## src/rtl/ltqs_pkg.sv

```systemverilog
// Shared types and constants for the two-queue thread scheduler.
// Used by ltqs_pick, latency_aware_two_queue_scheduler and the testbench; no dependencies.
package ltqs_pkg;

	localparam int THREADS = 16;
	localparam int PTR_W   = (THREADS > 1) ? $clog2(THREADS) : 1;
	localparam int ID_W    = 4;
	localparam int CMD_W   = 2;
	localparam int TIME_W  = 64;
	localparam int LAT_W   = 32;

	localparam logic [LAT_W-1:0] LATENCY_RESET = 32'd100000;

	// APB byte address of the latency register
	localparam logic [2:0] ADDR_MISS_LATENCY = 3'd0;

	typedef logic [PTR_W-1:0] ptr_t;
	typedef logic [ID_W-1:0]  tid_t;

	typedef enum logic [CMD_W-1:0] {
		CMD_ENQUEUE = 2'd0,
		CMD_DEQUEUE = 2'd1,
		CMD_PENDING = 2'd2,
		CMD_SWITCH  = 2'd3
	} cmd_t;

	// queue occupancy seen by the pick logic
	typedef struct packed {
		logic ready_empty;
		logic ready_full;
		logic miss_empty;
		logic miss_full;
	} q_status_t;

	// what one command does to the queues
	typedef struct packed {
		logic picked;
		tid_t thread;
		logic pop_ready;
		logic pop_miss;
		logic push_ready;
		logic push_miss;
		logic full_err;
	} q_action_t;

	function automatic ptr_t next_ptr(input ptr_t p);
		ptr_t r;
		if (p == PTR_W'(THREADS - 1)) begin
			r = '0;
		end else begin
			r = p + 1'b1;
		end
		return r;
	endfunction

endpackage

```

## src/rtl/ltqs_pick.sv

```systemverilog
// Pick decision for one scheduler command: expiry test of the miss head
// (65-bit sum) and the resulting pops, pushes and full flag. Uses ltqs_pkg.
module ltqs_pick import ltqs_pkg::*; (
	input  cmd_t              cmd,
	input  q_status_t         status,
	input  tid_t              ready_head_id,
	input  tid_t              miss_head_id,
	input  logic [TIME_W-1:0] miss_head_stamp,
	input  logic [LAT_W-1:0]  miss_latency,
	input  logic [TIME_W-1:0] now,
	output q_action_t         action
);

	logic [TIME_W:0] due;
	logic            expired;
	logic            pending_only;
	logic            miss_full_after;

	// no wrap: a due time past 64 bits never expires
	assign due     = {1'b0, miss_head_stamp} + {(TIME_W + 1 - LAT_W)'(0), miss_latency};
	assign expired = {1'b0, now} > due;
	assign pending_only = (cmd == CMD_PENDING);

	always_comb begin
		action = '0;
		miss_full_after = 1'b0;
		if (cmd == CMD_ENQUEUE) begin
			action.push_ready = !status.ready_full;
			action.full_err   = status.ready_full;
		end else begin
			if (status.miss_empty) begin
				action.pop_ready = !pending_only && !status.ready_empty;
			end else if (expired) begin
				action.pop_miss = 1'b1;
			end else if (!pending_only) begin
				if (!status.ready_empty) begin
					action.pop_ready = 1'b1;
				end else begin
					action.pop_miss = 1'b1;
				end
			end
			action.picked = action.pop_ready || action.pop_miss;
			action.thread = action.pop_miss ? miss_head_id :
				(action.pop_ready ? ready_head_id : '0);
			// a pop from a full miss queue frees the slot for the push
			miss_full_after = status.miss_full && !action.pop_miss;
			if (cmd == CMD_SWITCH && action.picked) begin
				action.push_miss = !miss_full_after;
				action.full_err  = miss_full_after;
			end
		end
	end

endmodule

```

## src/rtl/latency_aware_two_queue_scheduler.sv

```systemverilog
// Latency-aware two-queue thread scheduler, top level. Uses ltqs_pkg and ltqs_pick.
// Holds both queue memories, the pointers, the latency register and the APB port.
//
// Each command is accepted in the idle cycle, while the queue memories read
// both heads; in the next cycle the registered head entries (synchronous read)
// feed the pick decision, the pointers update, a push is written back and the
// result is loaded into the output register. A new command is accepted while
// a finished result still waits in the output register; the decide cycle
// holds only if that register is still full and stalled. Because head reads
// always follow a completed write-back, no forwarding is needed. The ready
// queue keeps thread ids; the miss queue keeps id and 64-bit stall stamp per
// entry. A miss head counts as pending once now > miss_latency + stamp,
// summed to 65 bits so an overflowing sum never expires. miss_latency lives
// at byte address 0 of the APB port (reset 100000) and must be written only
// while the scheduler is idle; the block itself does not enforce this. Queue
// entries have no reset; only queue pointers and full flags are cleared.
module latency_aware_two_queue_scheduler import ltqs_pkg::*; (
	input  logic              clk,
	input  logic              arst_n,
	// APB configuration
	input  logic              psel,
	input  logic              penable,
	input  logic              pwrite,
	input  logic [2:0]        paddr,
	input  logic [31:0]       pwdata,
	output logic [31:0]       prdata,
	output logic              pready,
	// command channel
	input  logic              in_valid,
	output logic              in_stall,
	input  logic [CMD_W-1:0]  cmd,
	input  logic [ID_W-1:0]   thread_id,
	input  logic [ID_W-1:0]   current_thread,
	input  logic [TIME_W-1:0] now,
	// result channel
	output logic              out_valid,
	input  logic              out_stall,
	output logic              picked_valid,
	output logic [ID_W-1:0]   picked_thread,
	output logic              full_error
);

	typedef enum logic {
		ST_IDLE,
		ST_DECIDE
	} state_t;

	typedef struct packed {
		tid_t              id;
		logic [TIME_W-1:0] stamp;
	} miss_entry_t;

	state_t state_q;

	// queue memories
	tid_t        ready_mem [THREADS];
	miss_entry_t miss_mem  [THREADS];
	tid_t        ready_rd_q;
	miss_entry_t miss_rd_q;

	// queue pointers
	ptr_t ready_head_q, ready_tail_q;
	ptr_t miss_head_q, miss_tail_q;
	logic ready_full_q, miss_full_q;

	logic [LAT_W-1:0] miss_latency_q;

	// latched command
	cmd_t              cmd_q;
	tid_t              tid_q;
	tid_t              cur_q;
	logic [TIME_W-1:0] now_q;

	// output register
	logic out_valid_q;
	logic picked_valid_q;
	tid_t picked_thread_q;
	logic full_error_q;

	q_status_t status;
	q_action_t action;
	logic      accept;
	logic      commit;
	logic      cfg_write;
	ptr_t      ready_head_nx, ready_tail_nx;
	ptr_t      miss_head_nx, miss_tail_nx;

	// ---------------- configuration port ----------------
	assign pready    = 1'b1;
	assign cfg_write = psel && penable && pwrite && (paddr == ADDR_MISS_LATENCY);
	assign prdata    = (paddr == ADDR_MISS_LATENCY) ? miss_latency_q : '0;

	always_ff @(posedge clk or negedge arst_n) begin
		if (!arst_n) begin
			miss_latency_q <= LATENCY_RESET;
		end else if (cfg_write) begin
			miss_latency_q <= pwdata;
		end
	end

	// ---------------- handshake ----------------
	assign in_stall = (state_q != ST_IDLE);
	assign accept   = in_valid && !in_stall;
	// decide cycle completes once the output register can take the result
	assign commit   = (state_q == ST_DECIDE) && !(out_valid_q && out_stall);

	assign out_valid     = out_valid_q;
	assign picked_valid  = picked_valid_q;
	assign picked_thread = picked_thread_q;
	assign full_error    = full_error_q;

	// ---------------- decision ----------------
	assign status.ready_empty = (ready_head_q == ready_tail_q) && !ready_full_q;
	assign status.ready_full  = ready_full_q;
	assign status.miss_empty  = (miss_head_q == miss_tail_q) && !miss_full_q;
	assign status.miss_full   = miss_full_q;

	ltqs_pick u_pick (
		.cmd             (cmd_q),
		.status          (status),
		.ready_head_id   (ready_rd_q),
		.miss_head_id    (miss_rd_q.id),
		.miss_head_stamp (miss_rd_q.stamp),
		.miss_latency    (miss_latency_q),
		.now             (now_q),
		.action          (action)
	);

	assign ready_head_nx = action.pop_ready  ? next_ptr(ready_head_q) : ready_head_q;
	assign ready_tail_nx = action.push_ready ? next_ptr(ready_tail_q) : ready_tail_q;
	assign miss_head_nx  = action.pop_miss   ? next_ptr(miss_head_q)  : miss_head_q;
	assign miss_tail_nx  = action.push_miss  ? next_ptr(miss_tail_q)  : miss_tail_q;

	// ---------------- control state ----------------
	always_ff @(posedge clk or negedge arst_n) begin
		if (!arst_n) begin
			state_q      <= ST_IDLE;
			ready_head_q <= '0;
			ready_tail_q <= '0;
			ready_full_q <= 1'b0;
			miss_head_q  <= '0;
			miss_tail_q  <= '0;
			miss_full_q  <= 1'b0;
			out_valid_q  <= 1'b0;
		end else begin
			case (state_q)
				ST_IDLE: begin
					if (accept) begin
						state_q <= ST_DECIDE;
					end
					if (out_valid_q && !out_stall) begin
						out_valid_q <= 1'b0;
					end
				end
				ST_DECIDE: begin
					if (commit) begin
						state_q      <= ST_IDLE;
						out_valid_q  <= 1'b1;
						ready_head_q <= ready_head_nx;
						ready_tail_q <= ready_tail_nx;
						miss_head_q  <= miss_head_nx;
						miss_tail_q  <= miss_tail_nx;
						if (action.push_ready) begin
							ready_full_q <= (ready_tail_nx == ready_head_nx);
						end else if (action.pop_ready) begin
							ready_full_q <= 1'b0;
						end
						if (action.push_miss) begin
							miss_full_q <= (miss_tail_nx == miss_head_nx);
						end else if (action.pop_miss) begin
							miss_full_q <= 1'b0;
						end
					end
				end
				default: begin
					state_q <= ST_IDLE;
				end
			endcase
		end
	end

	// ---------------- payload registers ----------------
	always_ff @(posedge clk) begin
		if (accept) begin
			cmd_q <= cmd_t'(cmd);
			tid_q <= thread_id;
			cur_q <= current_thread;
			now_q <= now;
		end
		if (commit) begin
			picked_valid_q  <= action.picked;
			picked_thread_q <= action.thread;
			full_error_q    <= action.full_err;
		end
	end

	// ---------------- queue memories ----------------
	// heads are read every cycle; pointers only move at commit
	always_ff @(posedge clk) begin
		if (commit && action.push_ready) begin
			ready_mem[ready_tail_q] <= tid_q;
		end
		ready_rd_q <= ready_mem[ready_head_q];
	end

	always_ff @(posedge clk) begin
		if (commit && action.push_miss) begin
			miss_mem[miss_tail_q] <= '{id: cur_q, stamp: now_q};
		end
		miss_rd_q <= miss_mem[miss_head_q];
	end

endmodule

```

## config.mk

```make
export PLATFORM = sky130hd
export DESIGN_NAME = latency_aware_two_queue_scheduler
export DESIGN_NICKNAME = d
export VERILOG_FILES = /design/src/rtl/ltqs_pkg.sv /design/src/rtl/ltqs_pick.sv /design/src/rtl/latency_aware_two_queue_scheduler.sv
export SDC_FILE = /design/constraint.sdc
export NUM_CORES = 1
export LEC_CHECK = 0
export CORE_MARGIN = 5
export CORE_UTILIZATION = 45
export CTS_CLUSTER_SIZE = 12
export DETAILED_ROUTE_END_ITERATION = 8
export DONT_BUFFER_PORTS = 1
export PLACE_DENSITY = 0.62
export SLEW_MARGIN = 30
export SYNTH_ARGS = -nofsm -noshare
export SYNTH_HDL_FRONTEND = slang
export SYNTH_SLANG_ARGS = --single-unit
```

## constraint.sdc

```tcl
create_clock -name clk -period 13.6 [get_ports clk]
set_clock_uncertainty 0.2 [all_clocks]
set_input_delay 0.68 -clock clk [delete_from_list [all_inputs] [get_ports clk]]
set_output_delay 0.68 -clock clk [all_outputs]
set_load 0.02 [all_outputs]
```

# Yosys cells after proc, flatten, opt, wreduce, memory -nomap -nowiden

Memory sizes are Yosys's and may differ from the RTL's. A register that Yosys moved wholly into a read port is not among the register bits.
Cells that the tools add are included.

Bits in latches: 0
Input port bits: 116
Output and inout bits: 41
Memories kept: 2
Bits in writable memories: 1,152
Register bits after elaboration: 132
ROM bits: 0
Word-level logic and storage cells: 108

Memories:

| memory    | depth | width | read ports | clocked after memory_dff | write ports | line                                    | source |
|---|---|---|---|---|---|---|---|
| miss_mem  | 16    | 68    | 1          | 1                        | 1           | latency_aware_two_queue_scheduler.sv:57 | `miss_entry_t miss_mem [THREADS];` |
| ready_mem | 16    | 4     | 1          | 1                        | 1           | latency_aware_two_queue_scheduler.sv:56 | `tid_t ready_mem [THREADS];` |

Bitwise logic cells: 1
$mul: 0
Divide/modulo/power cells: 0
Add/sub/neg operators: 5
Shifts and indexed selects: 0
Muxes and demuxes: 39
$lt $le $gt $ge: 1
Equal/unequal tests: 12
Reduce and logical (&&, ||, !) cells: 32

Operators with widths:

| kind                  | count |
|---|---|
| $add A64 B32 Y65      | 1 |
| $gt A64 B65 Y1        | 1 |
| $mux W4               | 10 |
| $mux W32              | 1 |
| $mux W1               | 23 |
| $add A4 B1 Y4 const B | 4 |
| $eq A4 B4 Y1          | 4 |
| $eq A4 B4 Y1 const B  | 4 |
| $logic_and A1 B1 Y1   | 14 |
| $logic_not A1 Y1      | 9 |
| $mux W2               | 3 |
| $reduce_and A3 Y1     | 2 |
| $eq A2 B2 Y1 const B  | 2 |
| $pmux W1 S2           | 2 |
| $reduce_and A2 Y1     | 2 |
| $reduce_bool A2 Y1    | 2 |
| $logic_not A3 Y1      | 1 |
| $logic_not A2 Y1      | 1 |
| $ne A2 B1 Y1 const B  | 1 |
| $ne A2 B2 Y1 const B  | 1 |
| $logic_or A1 B1 Y1    | 1 |
| $not A1 Y1            | 1 |

# Logic depth before layout (Yosys ltp)

Depth in word-level cells: 15
Depth in mapped cells: 27
Mapped depth without buffers: 26

# Modules after synthesis

A second synthesis with hierarchy kept.

Cell total of the unflattened synthesis: 2,565
Area total of the unflattened synthesis: 53,998.0 um2

Modules (own cells, without submodules):

| module                            | times used | cells an instance | area each (um2) |
|---|---|---|---|
| latency_aware_two_queue_scheduler | 1          | 2,039             | 50,069.3 |
| ltqs_pick                         | 1          | 526               | 3,928.8 |

# Worst setup path after synthesis

Ideal clock, no wire load.

Path kind: reg-to-reg
Start: register miss_latency_q[1]
End: memory miss_mem[3][0] in the netlist's numbering, enable pin
Setup time: 0.686 ns
Clock period less this slack: 13.029 ns
Setup slack: 0.571 ns
Buffers on the path: 1
Cell stages (with the launch flop): 24
Arrival: 12.143 ns
Cell sequence: dfrtp_1 ha_1 a21o_1 a21oi_1 o21bai_1 a2111oi_1 o31ai_1 a21oi_1 a21oi_1 a211oi_2 nand4b_1 nor2_1 xnor2_1 ha_1 nand4_1 nor4_1 nand2_1 a2111oi_2 nor4_1 nand2b_4 o21a_1 or3_1 clkbuf_1 nor4b_1

Word-level cells in the longest chain between the ends: 13
Elaborated cells between the ends (all ways): 18
Classes of those cells: 1 x add/sub; 1 x order compare; 10 x mux; 6 x reduce/logical

Ends and longest elaborated chain:

| what                              | line                                     | source |
|---|---|---|
| start, declared                   | latency_aware_two_queue_scheduler.sv:66  | `logic [LAT_W-1:0] miss_latency_q;` |
| start signal, assigned            | latency_aware_two_queue_scheduler.sv:97  | `miss_latency_q <= pwdata;` |
| $add A64 B32 Y65 (*)              | ltqs_pick.sv:20                          | `assign due = {1'b0, miss_head_stamp} + {(TIME_W + 1 - LAT_W)'(0), miss_latency};` |
| $gt A64 B65 Y1 (*)                | ltqs_pick.sv:21                          | `assign expired = {1'b0, now} > due;` |
| $mux W1                           | ltqs_pick.sv:33                          | `end else if (expired) begin` |
| $mux W1                           | ltqs_pick.sv:31                          | `if (status.miss_empty) begin` |
| $mux W1                           | ltqs_pick.sv:27                          | `if (cmd == CMD_ENQUEUE) begin` |
| $logic_not A1 Y1                  | ltqs_pick.sv:46                          | `miss_full_after = status.miss_full && !action.pop_miss;` |
| $logic_and A1 B1 Y1               | ltqs_pick.sv:46                          |  |
| $logic_not A1 Y1                  | ltqs_pick.sv:48                          | `action.push_miss = !miss_full_after;` |
| $mux W2 (*)                       | ltqs_pick.sv:47                          | `if (cmd == CMD_SWITCH && action.picked) begin` |
| $mux W1 (*)                       | ltqs_pick.sv:27                          |  |
| $logic_and A1 B1 Y1 (*)           | latency_aware_two_queue_scheduler.sv:207 | `if (commit && action.push_miss) begin` |
| $mux W1 (*)                       | latency_aware_two_queue_scheduler.sv:207 |  |
| $mux W1 (implied by the code) (*) | latency_aware_two_queue_scheduler.sv:208 | `miss_mem[miss_tail_q] <= '{id: cur_q, stamp: now_q};` |
| end, declared                     | latency_aware_two_queue_scheduler.sv:57  |  |

Every way passes the cells marked *; elsewhere a longest branch is shown, timed or not. The select of a mux whose other input is x is not followed.

# Worst setup path after layout

Start: register miss_latency_q[1]
End: memory miss_mem[8][46] in the netlist's numbering, enable pin

The elaborated chain is that of the path after synthesis.

==> results.md <==
- Status: completed
- Leakage Power: about 20 nW
- Detailed Place HPWL: 71.25 mm
- Yosys reg bits: between 1000 and 1500
- Iter 0 DRT Violations: roughly 2200
- First drt pass iteration count: 7
- Highest Clock Rate: 0.1091 GHz
- Critical path data required time: 13.77 ns
- M1 WL: 52.41 mm
- Max_slew headroom: about a third
- Setup Crit Path Kind: reg2reg
- Worst-Skew Late Latency: approximately 0.76 ns
- Core ar.: roughly 120000 sq um
- Maxcap violations: 0
- Final setup viols: 0
- Clk root buf: clkbuf_16
- Post-Synthesis Cells: 2606
- Worst hold path class: in2async
- Hold Slack: about 0.28 ns
- H-tree lvl count: 4
- Final setup TNS: 0 ns
- Cell Area, Synth: 53910 sq um
- RSZ-0062 raised after global routing: no
- Reg clk slew, reported paths: 0.05 ns
- CP Launch Type: register
- Chip height: 356.1 um
- Length of routed met3 wiring: 6.423 mm
- VDD IR max: 0.1787 mV
- Cell variety after synth: 83
- Total wire length: 120.2 mm
- Syn Nets: 2829
- Vias/cell: 5.716
- Area grow syn2layout: 14.29%
- Tightest Pin Transition: 0.9762 ns
- Top routing layer in use: met5
- Final #Nets: 3013
- Post-CTS setup buffers: 0
- Core Util, Final: 51.56%
- Worst Path Arrival: between 9 and 10 ns
- # fillers: just over 9000
- Most frequent cells in the layout: edfxtp_1, mux4_2, clkbuf_16
- TritonCTS Buffers: 142
- Row count: 127
- # clock sinks: roughly 1400
- Post-CTS Resized: 0
- TritonCTS clock tree: yes
- I/O pin total: 157
- Via total after detailed routing: ~26000
- Fin crit period: slightly above 9 ns
- Met2 WL: 58.85 mm
- GRT Overall Usage: 19.18%
- Vias in the first global route: between 20000 and 30000
- DRC: 0
- Ys Warns: 0
- Post-synth EDFFs: 1232
- Syn_area_per_cell: 20.69 sq um
- Post-DRT Antenna Nets: 0
- Share of cells above drive strength 1: a little under a quarter
- IO buf count: 0
- Initial antenna violation count: 2
- Starting Density: a little under half
- Worst-case clock buffer depth: 3
- Final Cycle Share: approximately 67%
- Sequential share of the synthesized area: 73.73%
- CTS Hold Bufs: 109
- CP Capture Type: register
- Final slew viol count: 0
- PD cells: 198.1 nW/um^2
- GR Overflow Total: 0
- Pin count of the biggest net entering global routing: 130
- Commonest non-fill, non-tap cell in the layout: edfxtp_1
- Final Hold Vio Count: 0
- RePlAce Congestion: roughly 0.85
- Crit-path max FO: 47
- DR WL/cell: roughly 27 um
- Die area: 126800 sq um
- Synth Flop Type: edfxtp_1
- First-pass GRT wire length: 179.6 mm
- Die width: 356.1 um
- Post-synthesis async set-or-reset flop share: 3.835%
-- area by class of cell --
type / count / area (sq um) / area share (%)
Clock inverter: 41 / 466.7 / 0.7575
Clock buffer: 217 / 4019 / 6.523
Sequential cell: 1356 / 39760 / 64.54
Inverter: 28 / 105.1 / 0.1706
Antenna cell: 1 / 2.502 / 0.004062
Tap cell: 1612 / 2017 / 3.274
Multi-Input combinational cell: 1111 / 13720 / 22.27
Timing Repair Buffer: 151 / 1520 / 2.467
-- report_power, final --
group,internal [W],switching (W)
logic,0.00162,0.00162
clock network,0.00218,0.00156
registers,0.00484,0.000398
total,0.00863,0.00358
-- path summary, 6_finish.rpt --
| kind | from | to | slack (ns) | depth (start not counted) |
|---|---|---|---|---|
| max in group asynchronous | arst_n | miss_head_q[0]$_DFFE_PN0P_ | 12.60 | 2 |
| hold reg to reg | miss_latency_q[2]$_DFFE_PN0P_ | miss_latency_q[2]$_DFFE_PN0P_ | 0.35 | 1 |
| hold / removal | arst_n | miss_latency_q[14]$_DFFE_PN0P_ | 0.28 | 2 |
| setup reg to reg | miss_latency_q[1]$_DFFE_PN0P_ | miss_mem[8][46]$_DFFE_PP_ | 4.43 | 26 |
| setup / recovery | miss_latency_q[1]$_DFFE_PN0P_ | miss_mem[8][46]$_DFFE_PP_ | 4.43 | 26 |
| min in group clk | miss_latency_q[2]$_DFFE_PN0P_ | miss_latency_q[2]$_DFFE_PN0P_ | 0.35 | 1 |
-- logic make-up after synthesis --
| kind of cell | count (synthesis) | synth area share, % |
|---|---|---|
| DFF | 1356 | 73.73 |
| muxes | 403 | 15.93 |
| and+or+nand+nor | 332 | 3.224 |
| buffers and inverters | 139 | 0.9911 |
| adders and majority gates | 107 | 2.497 |
| AOI/OAI and AO/OA | 187 | 2.305 |
| other | 1 | 0.006956 |
| xor gates and xnor gates | 81 | 1.316 |
-- cell usage after synthesis (6+ instances only) --
cell type / n / area share, %
and2_1: 42 / 0.49
nand2b_1: 10 / 0.12
a31oi_1: 8 / 0.093
xnor2_1: 48 / 0.78
dfxtp_1: 72 / 2.7
nor2_1: 73 / 0.51
edfxtp_1: 1232 / 69
nor4_1: 7 / 0.081
a21oi_1: 60 / 0.56
nand4_1: 21 / 0.24
mux4_2: 360 / 15
dfrtp_1: 46 / 2.1
nand2_1: 74 / 0.52
clkbuf_1: 79 / 0.55
and3_1: 12 / 0.14
inv_1: 27 / 0.19
o21ai_0: 43 / 0.40
nand3_1: 32 / 0.30
mux2_2: 39 / 0.81
o21bai_1: 6 / 0.084
nor3_1: 17 / 0.16
nor2b_1: 10 / 0.12
buf_1: 29 / 0.20
and4_1: 6 / 0.097
or3_1: 6 / 0.070
ha_1: 106 / 2.5
a21o_1: 14 / 0.19
xor2_1: 33 / 0.54
dfstp_2: 6 / 0.29
-- layer usage --
layer  vias to the layer above  GRT usage, %
li1                      11153             -
met1                     13680         27.17
met2                       818         31.46
met3                       166         2.861
met4                         2         5.407
met5                         -             0
-- worst max-delay path, stage by stage, from the launching register on --
cell	delay, ns
dfrtp_1	0.40
ha_1	0.28
a21o_1	0.17
a21oi_1	0.24
o21bai_1	0.15
a2111oi_1	0.50
o31ai_1	0.20
a21oi_1	0.37
a21oi_1	0.23
a211oi_2	0.71
nand4b_1	0.45
nor2_1	0.10
xnor2_1	0.14
ha_1	0.30
nand4_1	0.14
nor4_1	0.46
nand2_1	0.18
a2111oi_2	0.38
nor4_1	0.18
buf_4	0.19
nand2b_4	0.15
o21a_1	0.25
or2_1	0.25
nor2_1	0.62
and3_1	0.35
and2_4	0.40
buf_4	0.72
-- registers in the layout, summed over array words and instances, names as in the netlist, 4 cells and up --
name and cells:
miss_head_q 4, now_q 64, ready_rd_q 4, tid_q 4, picked_thread 4, ready_head_q 4
cur_q 4, miss_rd_q 68, ready_mem 64, miss_mem 1088, ready_tail_q 4, miss_tail_q 4
miss_latency_q 32
-- metrics by stage --
step / std cells / worst slack (ns) / power [W] / instance area, sq um
after global placement: 4147 / 4.688 / 0.008483 / 55930
after global routing: 4516 / 3.822 / 0.01279 / 61610
after floorplan: 2606 / 0.5708 / 0.007570 / 53910
after detailed placement: 4147 / 4.548 / 0.008539 / 55950
final: 4517 / 4.431 / 0.01221 / 61610
after CTS: 4514 / 4.508 / 0.01233 / 61550
Note: power is estimated with default switching activity, not from simulation.
